File: config.mk
export PLATFORM = sky130hd
export DESIGN_NAME = rect_slot_table_by_position_unit
export DESIGN_NICKNAME = d
export VERILOG_FILES = /design/src/rtl/core/rsbp_pkg.sv /design/src/rtl/core/rsbp_key_cam.sv /design/src/rtl/core/rsbp_slot_ram.sv /design/src/rtl/core/rect_slot_table_by_position_unit.sv
export SDC_FILE = /design/constraint.sdc
export NUM_CORES = 2
export LEC_CHECK = 0
export BUFFER_PORTS_ARGS = -buffer_cell sky130_fd_sc_hd__buf_2
export CAP_MARGIN = 20
export CORE_ASPECT_RATIO = 0.9
export CORE_MARGIN = 5
export CORE_UTILIZATION = 40
export DETAILED_ROUTE_END_ITERATION = 6
export GPL_ROUTABILITY_DRIVEN = 0
export HOLD_SLACK_MARGIN = 0.03
export PLACE_DENSITY_LB_ADDON = 0.25
export SLEW_MARGIN = 5
export SYNTH_ARGS = -nofsm -noshare
export SYNTH_HDL_FRONTEND = slang
export SYNTH_SLANG_ARGS = --single-unit
File: constraint.sdc
create_clock -name clk -period 12.8 [get_ports clk]
set_clock_uncertainty 0.15 [all_clocks]
set_input_delay 0.64 -clock clk [delete_from_list [all_inputs] [get_ports clk]]
set_output_delay 0.64 -clock clk [all_outputs]
set_load 0.05 [all_outputs]
File: src/rtl/core/rsbp_pkg.sv
// Shared types and constants for the rectangle slot table.
package rsbp_pkg;

  localparam int MAX_RESULTS = 16;
  localparam int CNT_W       = 5;

  typedef enum logic [1:0] {
    CMD_PUT   = 2'd0,
    CMD_CLEAR = 2'd1,
    CMD_DUMP  = 2'd2
  } cmd_t;

  typedef enum logic [2:0] {
    STS_REPLACED  = 3'd0,
    STS_ALLOCATED = 3'd1,
    STS_DROPPED   = 3'd2,
    STS_CLEARED   = 3'd3,
    STS_ENTRY     = 3'd4,
    STS_EMPTY     = 3'd5
  } status_t;

  typedef enum logic [1:0] {
    S_IDLE,
    S_EXEC,
    S_DUMP
  } state_t;

  typedef struct packed {
    cmd_t               command;
    logic signed [15:0] pos_x;
    logic signed [15:0] pos_y;
    logic signed [15:0] width;
    logic signed [15:0] height;
    logic        [23:0] color;
  } in_item_t;

  typedef struct packed {
    status_t            status;
    logic        [3:0]  slot_index;
    logic signed [15:0] out_x;
    logic signed [15:0] out_y;
    logic signed [15:0] out_width;
    logic signed [15:0] out_height;
    logic        [23:0] out_color;
    logic               last;
  } out_item_t;

  typedef struct packed {
    logic signed [15:0] x;
    logic signed [15:0] y;
    logic signed [15:0] w;
    logic signed [15:0] h;
    logic        [23:0] rgb;
  } slot_rec_t;

  typedef struct packed {
    logic hit;
    logic full;
  } cam_flags_t;

endpackage

File: src/rtl/core/rsbp_key_cam.sv
// Slot used bits and position keys with parallel key match and free-slot search.
module rsbp_key_cam #(
  parameter int SLOT_COUNT = 16,
  parameter int IDX_W      = 4
) (
  input  logic                     clk,
  input  logic                     rst_n,
  input  logic signed [15:0]       key_x,
  input  logic signed [15:0]       key_y,
  output rsbp_pkg::cam_flags_t     flags,
  output logic [IDX_W-1:0]         sel_idx,
  input  logic                     wr_en,
  input  logic [IDX_W-1:0]         wr_idx,
  input  logic                     clr,
  output logic [SLOT_COUNT-1:0]    used
);
  import rsbp_pkg::*;

  logic [SLOT_COUNT-1:0] used_r;
  logic [15:0]           key_x_r [SLOT_COUNT];
  logic [15:0]           key_y_r [SLOT_COUNT];
  logic                  hit;
  logic [IDX_W-1:0]      hit_idx;
  logic                  found_free;
  logic [IDX_W-1:0]      free_idx;

  always_comb begin
    hit        = 1'b0;
    hit_idx    = '0;
    found_free = 1'b0;
    free_idx   = '0;
    for (int i = SLOT_COUNT - 1; i >= 0; i--) begin
      if (used_r[i] && (key_x_r[i] == key_x) && (key_y_r[i] == key_y)) begin
        hit     = 1'b1;
        hit_idx = IDX_W'(i);
      end
      if (!used_r[i]) begin
        found_free = 1'b1;
        free_idx   = IDX_W'(i);
      end
    end
  end

  assign flags.hit  = hit;
  assign flags.full = !found_free;
  assign sel_idx    = hit ? hit_idx : free_idx;
  assign used       = used_r;

  always_ff @(posedge clk) begin
    if (!rst_n) begin
      used_r <= '0;
    end else if (clr) begin
      used_r <= '0;
    end else if (wr_en) begin
      used_r[wr_idx] <= 1'b1;
    end
  end

  always_ff @(posedge clk) begin
    if (wr_en && !clr) begin
      key_x_r[wr_idx] <= key_x;
      key_y_r[wr_idx] <= key_y;
    end
  end

endmodule

File: src/rtl/core/rsbp_slot_ram.sv
// Synchronous slot record memory with one write port and one registered read port.
module rsbp_slot_ram #(
  parameter int DEPTH = 16,
  parameter int IDX_W = 4
) (
  input  logic                 clk,
  input  logic                 wr_en,
  input  logic [IDX_W-1:0]     wr_addr,
  input  rsbp_pkg::slot_rec_t  wr_data,
  input  logic                 rd_en,
  input  logic [IDX_W-1:0]     rd_addr,
  output rsbp_pkg::slot_rec_t  rd_data
);
  import rsbp_pkg::*;

  slot_rec_t mem [DEPTH];

  always_ff @(posedge clk) begin
    if (wr_en) begin
      mem[wr_addr] <= wr_data;
    end
  end

  always_ff @(posedge clk) begin
    if (rd_en) begin
      rd_data <= mem[rd_addr];
    end
  end

endmodule

File: src/rtl/core/rect_slot_table_by_position_unit.sv
// Top level of the rectangle slot table: command sequencer, key match and record memory.
//
// Channel  Ports                   Handshake
// in       start, busy, in_item    item taken when start && !busy
// out      out_valid, out_item     one-cycle strobe, no backpressure
//
// Put and clear: accept, then key match and table write.
// Dump: accept, then scan the slots in order through the record memory read port, flush the
// held entry, and take an extra step when the last scanned slot is used.
// Unused command code: accepted, no result.
// Reset (rst_n low, synchronous) empties the table at once; no clearing pass.
// The receiver cannot stall; each result shows for one cycle only.
module rect_slot_table_by_position_unit #(
  parameter int SLOT_COUNT = 16
) (
  input  logic                clk,
  input  logic                rst_n,
  input  logic                start,
  output logic                busy,
  input  rsbp_pkg::in_item_t  in_item,
  output logic                out_valid,
  output rsbp_pkg::out_item_t out_item
);
  import rsbp_pkg::*;

  localparam int IDX_W  = (SLOT_COUNT > 1) ? $clog2(SLOT_COUNT) : 1;
  localparam int SCAN_W = IDX_W + 1;
  localparam logic [SCAN_W-1:0] SCAN_END = SCAN_W'(SLOT_COUNT);
  localparam logic [CNT_W-1:0]  CNT_MAX  = CNT_W'(MAX_RESULTS);

  function automatic logic [3:0] idx4(input logic [IDX_W-1:0] idx);
    logic [IDX_W+3:0] ext;
    ext = {4'b0000, idx};
    return ext[3:0];
  endfunction

  state_t              state_r, state_nxt;
  in_item_t            item_r;
  logic [SCAN_W-1:0]   scan_r, scan_nxt;
  logic [CNT_W-1:0]    cnt_r, cnt_nxt;
  logic                rd_pend_r, rd_pend_nxt;
  logic [IDX_W-1:0]    rd_idx_r, rd_idx_nxt;
  logic                held_v_r, held_v_nxt;
  slot_rec_t           held_r, held_nxt;
  logic [IDX_W-1:0]    held_idx_r, held_idx_nxt;
  logic                out_valid_r, out_valid_nxt;
  out_item_t           out_item_r, out_item_nxt;

  cam_flags_t          flags;
  logic [IDX_W-1:0]    sel_idx;
  logic [SLOT_COUNT-1:0] used;
  logic                cam_wr;
  logic                cam_clr;
  logic                ram_wr;
  logic                ram_rd;
  slot_rec_t           wr_rec;
  slot_rec_t           rd_data;
  logic [IDX_W-1:0]    scan_idx;
  logic                scan_done;
  logic                issue;
  logic                accept;

  assign busy      = (state_r != S_IDLE);
  assign accept    = start && !busy;
  assign scan_idx  = scan_r[IDX_W-1:0];
  assign scan_done = (scan_r == SCAN_END) || (cnt_r == CNT_MAX);
  assign issue     = !scan_done && used[scan_idx];

  assign wr_rec.x   = item_r.pos_x;
  assign wr_rec.y   = item_r.pos_y;
  assign wr_rec.w   = item_r.width;
  assign wr_rec.h   = item_r.height;
  assign wr_rec.rgb = item_r.color;

  rsbp_key_cam #(
    .SLOT_COUNT (SLOT_COUNT),
    .IDX_W      (IDX_W)
  ) u_cam (
    .clk     (clk),
    .rst_n   (rst_n),
    .key_x   (item_r.pos_x),
    .key_y   (item_r.pos_y),
    .flags   (flags),
    .sel_idx (sel_idx),
    .wr_en   (cam_wr),
    .wr_idx  (sel_idx),
    .clr     (cam_clr),
    .used    (used)
  );

  rsbp_slot_ram #(
    .DEPTH (SLOT_COUNT),
    .IDX_W (IDX_W)
  ) u_ram (
    .clk     (clk),
    .wr_en   (ram_wr),
    .wr_addr (sel_idx),
    .wr_data (wr_rec),
    .rd_en   (ram_rd),
    .rd_addr (scan_idx),
    .rd_data (rd_data)
  );

  always_comb begin
    state_nxt     = state_r;
    scan_nxt      = scan_r;
    cnt_nxt       = cnt_r;
    rd_pend_nxt   = rd_pend_r;
    rd_idx_nxt    = rd_idx_r;
    held_v_nxt    = held_v_r;
    held_nxt      = held_r;
    held_idx_nxt  = held_idx_r;
    out_valid_nxt = 1'b0;
    out_item_nxt  = '0;
    cam_wr        = 1'b0;
    cam_clr       = 1'b0;
    ram_wr        = 1'b0;
    ram_rd        = 1'b0;
    case (state_r)
      S_IDLE: begin
        if (accept) begin
          scan_nxt    = '0;
          cnt_nxt     = '0;
          rd_pend_nxt = 1'b0;
          held_v_nxt  = 1'b0;
          case (in_item.command)
            CMD_PUT:   state_nxt = S_EXEC;
            CMD_CLEAR: state_nxt = S_EXEC;
            CMD_DUMP:  state_nxt = S_DUMP;
            default:   state_nxt = S_IDLE;
          endcase
        end
      end
      S_EXEC: begin
        state_nxt         = S_IDLE;
        out_valid_nxt     = 1'b1;
        out_item_nxt.last = 1'b1;
        case (item_r.command)
          CMD_PUT: begin
            if (flags.hit || !flags.full) begin
              cam_wr                  = 1'b1;
              ram_wr                  = 1'b1;
              out_item_nxt.slot_index = idx4(sel_idx);
              if (flags.hit) begin
                out_item_nxt.status = STS_REPLACED;
              end else begin
                out_item_nxt.status = STS_ALLOCATED;
              end
            end else begin
              out_item_nxt.status = STS_DROPPED;
            end
          end
          CMD_CLEAR: begin
            cam_clr             = 1'b1;
            out_item_nxt.status = STS_CLEARED;
          end
          default: begin
            out_valid_nxt = 1'b0;
          end
        endcase
      end
      S_DUMP: begin
        rd_pend_nxt = 1'b0;
        if (!scan_done) begin
          scan_nxt = scan_r + 1'b1;
          if (issue) begin
            ram_rd      = 1'b1;
            cnt_nxt     = cnt_r + 1'b1;
            rd_pend_nxt = 1'b1;
            rd_idx_nxt  = scan_idx;
          end
        end
        if (rd_pend_r || scan_done) begin
          if (held_v_r) begin
            out_valid_nxt           = 1'b1;
            out_item_nxt.status     = STS_ENTRY;
            out_item_nxt.slot_index = idx4(held_idx_r);
            out_item_nxt.out_x      = held_r.x;
            out_item_nxt.out_y      = held_r.y;
            out_item_nxt.out_width  = held_r.w;
            out_item_nxt.out_height = held_r.h;
            out_item_nxt.out_color  = held_r.rgb;
          end
          if (rd_pend_r) begin
            held_nxt     = rd_data;
            held_idx_nxt = rd_idx_r;
            held_v_nxt   = 1'b1;
          end else begin
            out_valid_nxt     = 1'b1;
            out_item_nxt.last = 1'b1;
            if (!held_v_r) begin
              out_item_nxt.status = STS_EMPTY;
            end
            held_v_nxt = 1'b0;
            state_nxt  = S_IDLE;
          end
        end
      end
      default: begin
        state_nxt = S_IDLE;
      end
    endcase
  end

  always_ff @(posedge clk) begin
    if (!rst_n) begin
      state_r     <= S_IDLE;
      scan_r      <= '0;
      cnt_r       <= '0;
      rd_pend_r   <= 1'b0;
      held_v_r    <= 1'b0;
      out_valid_r <= 1'b0;
    end else begin
      state_r     <= state_nxt;
      scan_r      <= scan_nxt;
      cnt_r       <= cnt_nxt;
      rd_pend_r   <= rd_pend_nxt;
      held_v_r    <= held_v_nxt;
      out_valid_r <= out_valid_nxt;
    end
  end

  always_ff @(posedge clk) begin
    if (accept) begin
      item_r <= in_item;
    end
    rd_idx_r   <= rd_idx_nxt;
    held_r     <= held_nxt;
    held_idx_r <= held_idx_nxt;
    out_item_r <= out_item_nxt;
  end

  assign out_valid = out_valid_r;
  assign out_item  = out_item_r;

  a_put_two_cycles: assert property (@(posedge clk) disable iff (!rst_n)
    (accept && (in_item.command == CMD_PUT)) |=> ##1 out_valid_r)
    else $error("put item gave no result two cycles after accept");

  a_clear_empties: assert property (@(posedge clk) disable iff (!rst_n)
    (out_valid_r && (out_item_r.status == STS_CLEARED)) |-> (used == '0))
    else $error("table not empty after clear");

  a_write_marks_used: assert property (@(posedge clk) disable iff (!rst_n)
    (cam_wr && !cam_clr) |=> used[$past(sel_idx)])
    else $error("written slot not marked used");

  a_cnt_bound: assert property (@(posedge clk) disable iff (!rst_n)
    cnt_r <= CNT_MAX)
    else $error("dump read count past result limit");

  a_read_in_dump: assert property (@(posedge clk) disable iff (!rst_n)
    rd_pend_r |-> (state_r == S_DUMP))
    else $error("record read pending outside dump");

  a_single_last: assert property (@(posedge clk) disable iff (!rst_n)
    (out_valid_r && (out_item_r.status != STS_ENTRY)) |-> out_item_r.last)
    else $error("single-result item not marked last");

endmodule
==> impl.org <==
** Run status
- Result of the run :: finished, final reports clean

** STA
- After layout, the worst setup slack is 6.35 ns.
- Tightest Pin Transition :: 1.12 ns
- Final worst-path cycle share :: 0.504
- Unrepaired setup endpoints after global routing :: no
- Measured against its own limit, the worst slew margin works out to 0.246.
- The number of pins with negative max-slew slack in the final report was 0.
- Total negative slack for setup checks :: 0 ns
- Final Hold Fails :: 0
- The worst path in the final design needs a cycle of 6.45 ns, including I/O delays and setup.
- Highest Clock Rate :: 0.155 GHz
- Setup violations remaining at the end of the flow were counted as 0.

** Min path
- Type of the most critical hold path :: register to register
- Startpoint of the most critical hold path :: u_ram.rd_data[3]
- Endpoint with the worst hold slack :: held_r[3]
- Counting instances, the worst hold path has a depth of 0.

** Flow run
- Number of max-cap violations :: 0

** Critical path
- The worst setup path is captured at a register.
- Counting cells, the worst reg-to-reg path comes to 12.
- In this run the register-to-register setup slack is 6.35 ns.
- Type of the worst setup path :: register to register
- In this run the critical register-to-register path is captured at u_ram.mem[6][63].
- Data arrival at the endpoint of the critical path :: 6.75 ns
- For the worst setup path, the data required time is 13.10 ns.
- Worst r2r src :: item_r[69]
- CP Max Fanout :: 49
- Type of element launching the critical path :: register

** Place
- Timing analysis after detailed placement gives a worst setup slack of 6.38 ns.
- In this run, placement finished with an instance count of 7096.
- Detailed placement ended at an HPWL of 106000 um.
- After detailed placement, the total cell area comes to 92500 um^2.
- Port-buffer cells :: 190

** Synth
- After synthesis, the share of flip-flops with an asynchronous set or reset is 0.
- Summing every instance area after synthesis gives 87800 um^2.
- The biggest area contributor in the post-synthesis netlist is sky130_fd_sc_hd__edfxtp_1.
- Synthesis inferred 2321 register bits.
- Gate Count Post-Synth :: 4096
- Adder-Cell Fraction of Synth Area :: 0.000997
- The share of synthesized area in the top cell type comes to 0.750.
- Number of enable-type register cells in the synthesized netlist :: 2194
- Yosys cell types :: 73
- Of the synthesized area, sequential elements account for 0.779.
- Synthesis warning total :: 0
- Top cells by area, synth :: sky130_fd_sc_hd__edfxtp_1 75%, sky130_fd_sc_hd__mux4_2 11%, sky130_fd_sc_hd__xor2_1 3.7%
- Post-synth top flop :: sky130_fd_sc_hd__edfxtp_1
- After synthesis, the share of cell area in mux cells is 0.114.
- Mapped Nets :: 4196
- Dividing the synthesized area by the synthesized cell count gives 21.4 um^2.
- The post-synthesis compound-gate area fraction is 0.00630.
- By area, the combinational part of the netlist is dominated by multiplexers.
- Parity-gate share of the synthesized area counting xor and xnor cells :: 0.0511
- Of the total synthesized cell area, the portion taken by AND, OR, NAND and NOR gates is 0.0356.

** Global route
- The number of global-route vias before repair was 42200.
- Total track usage :: 0.183
- The first global-routing pass estimated 307000 um of wire.
- Initial antenna violation count :: 9
- GR Overflow Total :: 0
- Entering global routing, the biggest net connects 101 pins.

** Clock tree
- CTS HTree Levels :: 4
- In this run the deepest clock path goes through 3 buffers.
- Number of sinks handled by clock tree synthesis :: 2321
- Clock tree synthesis selected as its root buffer the cell sky130_fd_sc_hd__clkbuf_16.
- Clock edge transition at the registers on the reported setup and hold paths :: 0.06 ns
- Total of cells resized after clock tree synthesis :: 0
- The later pin in the worst-skew pair is clocked with a latency of 0.86 ns.
- TritonCTS built the clock tree.
- Counting the buffers created by CTS gives 222.

** Drt
- After detailed routing, the number of remaining DRC violations is 0.
- ANT nets after route :: 0
- Using the TritonRoute via totals, the vias-per-cell ratio works out to 5.44.
- Total vias in the final route :: 41400
- Dividing the detail-routed wire length by the instance count gives 27.7 um.
- For this block, the initial DRC count from the detailed router was 4334.
- Drt total wl :: 211000 um
- The first detailed-routing pass took 5 iterations.

** Finish
- Counting the fill cells in the layout gives 18200.
- Number of nets in the final layout :: 4625
- In the final layout, the share of cells above drive strength 1 is 0.239.
- Once layout is done, the placed cells without fillers occupy 101000 um^2.
- Relative to the synthesized area, the layout overhead comes to 14.8%.
- Count of non-filler cells in the finished layout :: 7615

** Power and ir drop
- Power spread over the standard cell area amounts to 153 nW/um^2.
- Leakage dissipation :: 31.4 nW
- VDD IR-drop max :: 125 uV

** Die
- 191 I/O pins were placed.
- After floorplanning, the core was sized to cover 219000 um^2.
- Number of placement rows :: 163
- The initial utilization of the core area, before any placement, comes to 0.401.
- Vertical die dimension :: 454 um
- The die is 504 um wide.
- Die Footprint :: 229000 um^2
## placed cells by master (no fill, tap or decap), drive strengths merged, types with 7 or more instances in the layout
cell         Yosys  layout
nor4b            8       8
dlygate4sd3      0      92
or4             10      10
nand2           63      63
nand2b           9       9
xnor2          137     137
bufinv           0      13
a21oi           10      10
clkbuf          74     309
inv             23      28
nand4           60      60
edfxtp        2194    2194
o21ai           23      23
ha               7       7
nand4b          10      10
dfxtp          127     127
xor2           375     375
nor4           129     129
clkinv           0      89
nor2            49      49
nand3           32      32
buf            109     296
mux4           445     445
and2            93      93
nor3            29      29
nor2b            9       9
## worst max-delay path by stage
stage,start,end,slack [ns],cells after the start
2_1_floorplan,item_r[59],u_ram.mem[15][0],3.11,12
3_3_place_gp,item_r[59],u_ram.mem[0][56],6.21,12
3_5_place_dp,item_r[69],u_ram.mem[0][34],6.38,12
4_1_cts,item_r[69],u_ram.mem[6][63],6.33,12
5_1_grt,item_r[69],u_ram.mem[0][62],6.01,12
6_report,item_r[69],u_ram.mem[6][63],6.35,12
## final cells by class
type / instances / area (um^2) / share of cell area
flip-flops and latches: 2321 / 68400 / 0.679
multi-input cells: 1569 / 18400 / 0.183
clock buffers: 309 / 6180 / 0.0613
well taps: 2887 / 3610 / 0.0358
repair buffers: 388 / 2850 / 0.0283
clock inverters: 113 / 1180 / 0.0117
inverters: 23 / 96.3 / 0.000956
diodes: 5 / 12.5 / 0.000124
## metal layers
layer  up-vias  part of all wire  global-route usage
met1     22400              0.45               0.267
met4         2             0.016              0.0368
met3       264             0.059              0.0294
met5         -          0.000062                   0
li1      17400                 -                   -
met2      1337              0.48               0.294
## timing repair
action,in CTS,in global routing
hold buffers,92,0
hold endpoints to repair,99,0
setup buffers,0,0
## flip-flops by register name (all words and copies together), names as in the netlist
signal,count
cnt_r,5
held_idx_r,4
held_r,88
held_v_r,1
item_r,90
out_item,96
out_valid,1
rd_idx_r,4
rd_pend_r,1
scan_r,5
state_r,2
u_cam.key_x_r,256
u_cam.key_y_r,256
u_cam.used,16
u_ram.mem,1408
u_ram.rd_data,88
## kinds of logic after synthesis
group	after synthesis
AO/OA/AOI/OAI	78
XOR/XNOR	512
adder cells (fa/ha/maj)	7
buffers and inverters	206
flip-flops	2321
multiplexers	445
AND/OR/NAND/NOR	527
## report_power, final
group / internal [mW] / leakage, nW / switching (mW)
Clock: 3.66 / 3.57 / 2.87
Sequential: 8.38 / 20.8 / 0.0668
Combinational: 0.164 / 7.01 / 0.324
## Yosys cell counts, types with 3 or more instances
library cell               number
sky130_fd_sc_hd__a21boi_0       4
sky130_fd_sc_hd__a21oi_1       10
sky130_fd_sc_hd__a22oi_1        5
sky130_fd_sc_hd__and2_1        93
sky130_fd_sc_hd__and3_1         4
sky130_fd_sc_hd__buf_1         41
sky130_fd_sc_hd__buf_2          6
sky130_fd_sc_hd__buf_4         36
sky130_fd_sc_hd__buf_6         26
sky130_fd_sc_hd__clkbuf_1      74
sky130_fd_sc_hd__dfxtp_1      127
sky130_fd_sc_hd__edfxtp_1    2194
sky130_fd_sc_hd__ha_1           7
sky130_fd_sc_hd__inv_1         23
sky130_fd_sc_hd__mux4_2       445
sky130_fd_sc_hd__nand2_1       62
sky130_fd_sc_hd__nand2b_1       9
sky130_fd_sc_hd__nand3_1       32
sky130_fd_sc_hd__nand4_1       58
sky130_fd_sc_hd__nand4b_1       9
sky130_fd_sc_hd__nor2_1        48
sky130_fd_sc_hd__nor2b_1        8
sky130_fd_sc_hd__nor3_1        25
sky130_fd_sc_hd__nor3_2         4
sky130_fd_sc_hd__nor4_1       128
sky130_fd_sc_hd__nor4b_1        8
sky130_fd_sc_hd__o21a_1         4
sky130_fd_sc_hd__o21ai_0       20
sky130_fd_sc_hd__o21ai_1        3
sky130_fd_sc_hd__o31ai_1        6
sky130_fd_sc_hd__or3_1          5
sky130_fd_sc_hd__or4_1          7
sky130_fd_sc_hd__or4_4          3
sky130_fd_sc_hd__xnor2_1      137
sky130_fd_sc_hd__xor2_1       375
## worst max-delay path: stages, from the launching register on
cell and delay (ns):
sky130_fd_sc_hd__edfxtp_1 0.89, sky130_fd_sc_hd__buf_4 0.59, sky130_fd_sc_hd__xor2_1 0.13, sky130_fd_sc_hd__nor4_1 0.32, sky130_fd_sc_hd__nand4_1 0.15, sky130_fd_sc_hd__or4b_1 0.68, sky130_fd_sc_hd__nand4_2 0.22, sky130_fd_sc_hd__inv_1 0.06
sky130_fd_sc_hd__a21oi_1 0.40, sky130_fd_sc_hd__nand2_1 0.50, sky130_fd_sc_hd__nor3_2 0.23, sky130_fd_sc_hd__buf_4 0.69, sky130_fd_sc_hd__buf_4 0.88
## per-stage QoR
step	hold slack, ns	utilization	total power, mW
after global routing	0.256	0.461	16.0
after global placement	0.251	0.423	9.07
after detailed placement	0.255	0.423	9.08
after CTS	0.247	0.461	15.6
after floorplan	0.250	-	8.88
final	0.243	0.461	15.5
No activity file was read; power rests on OpenSTA's default activity.
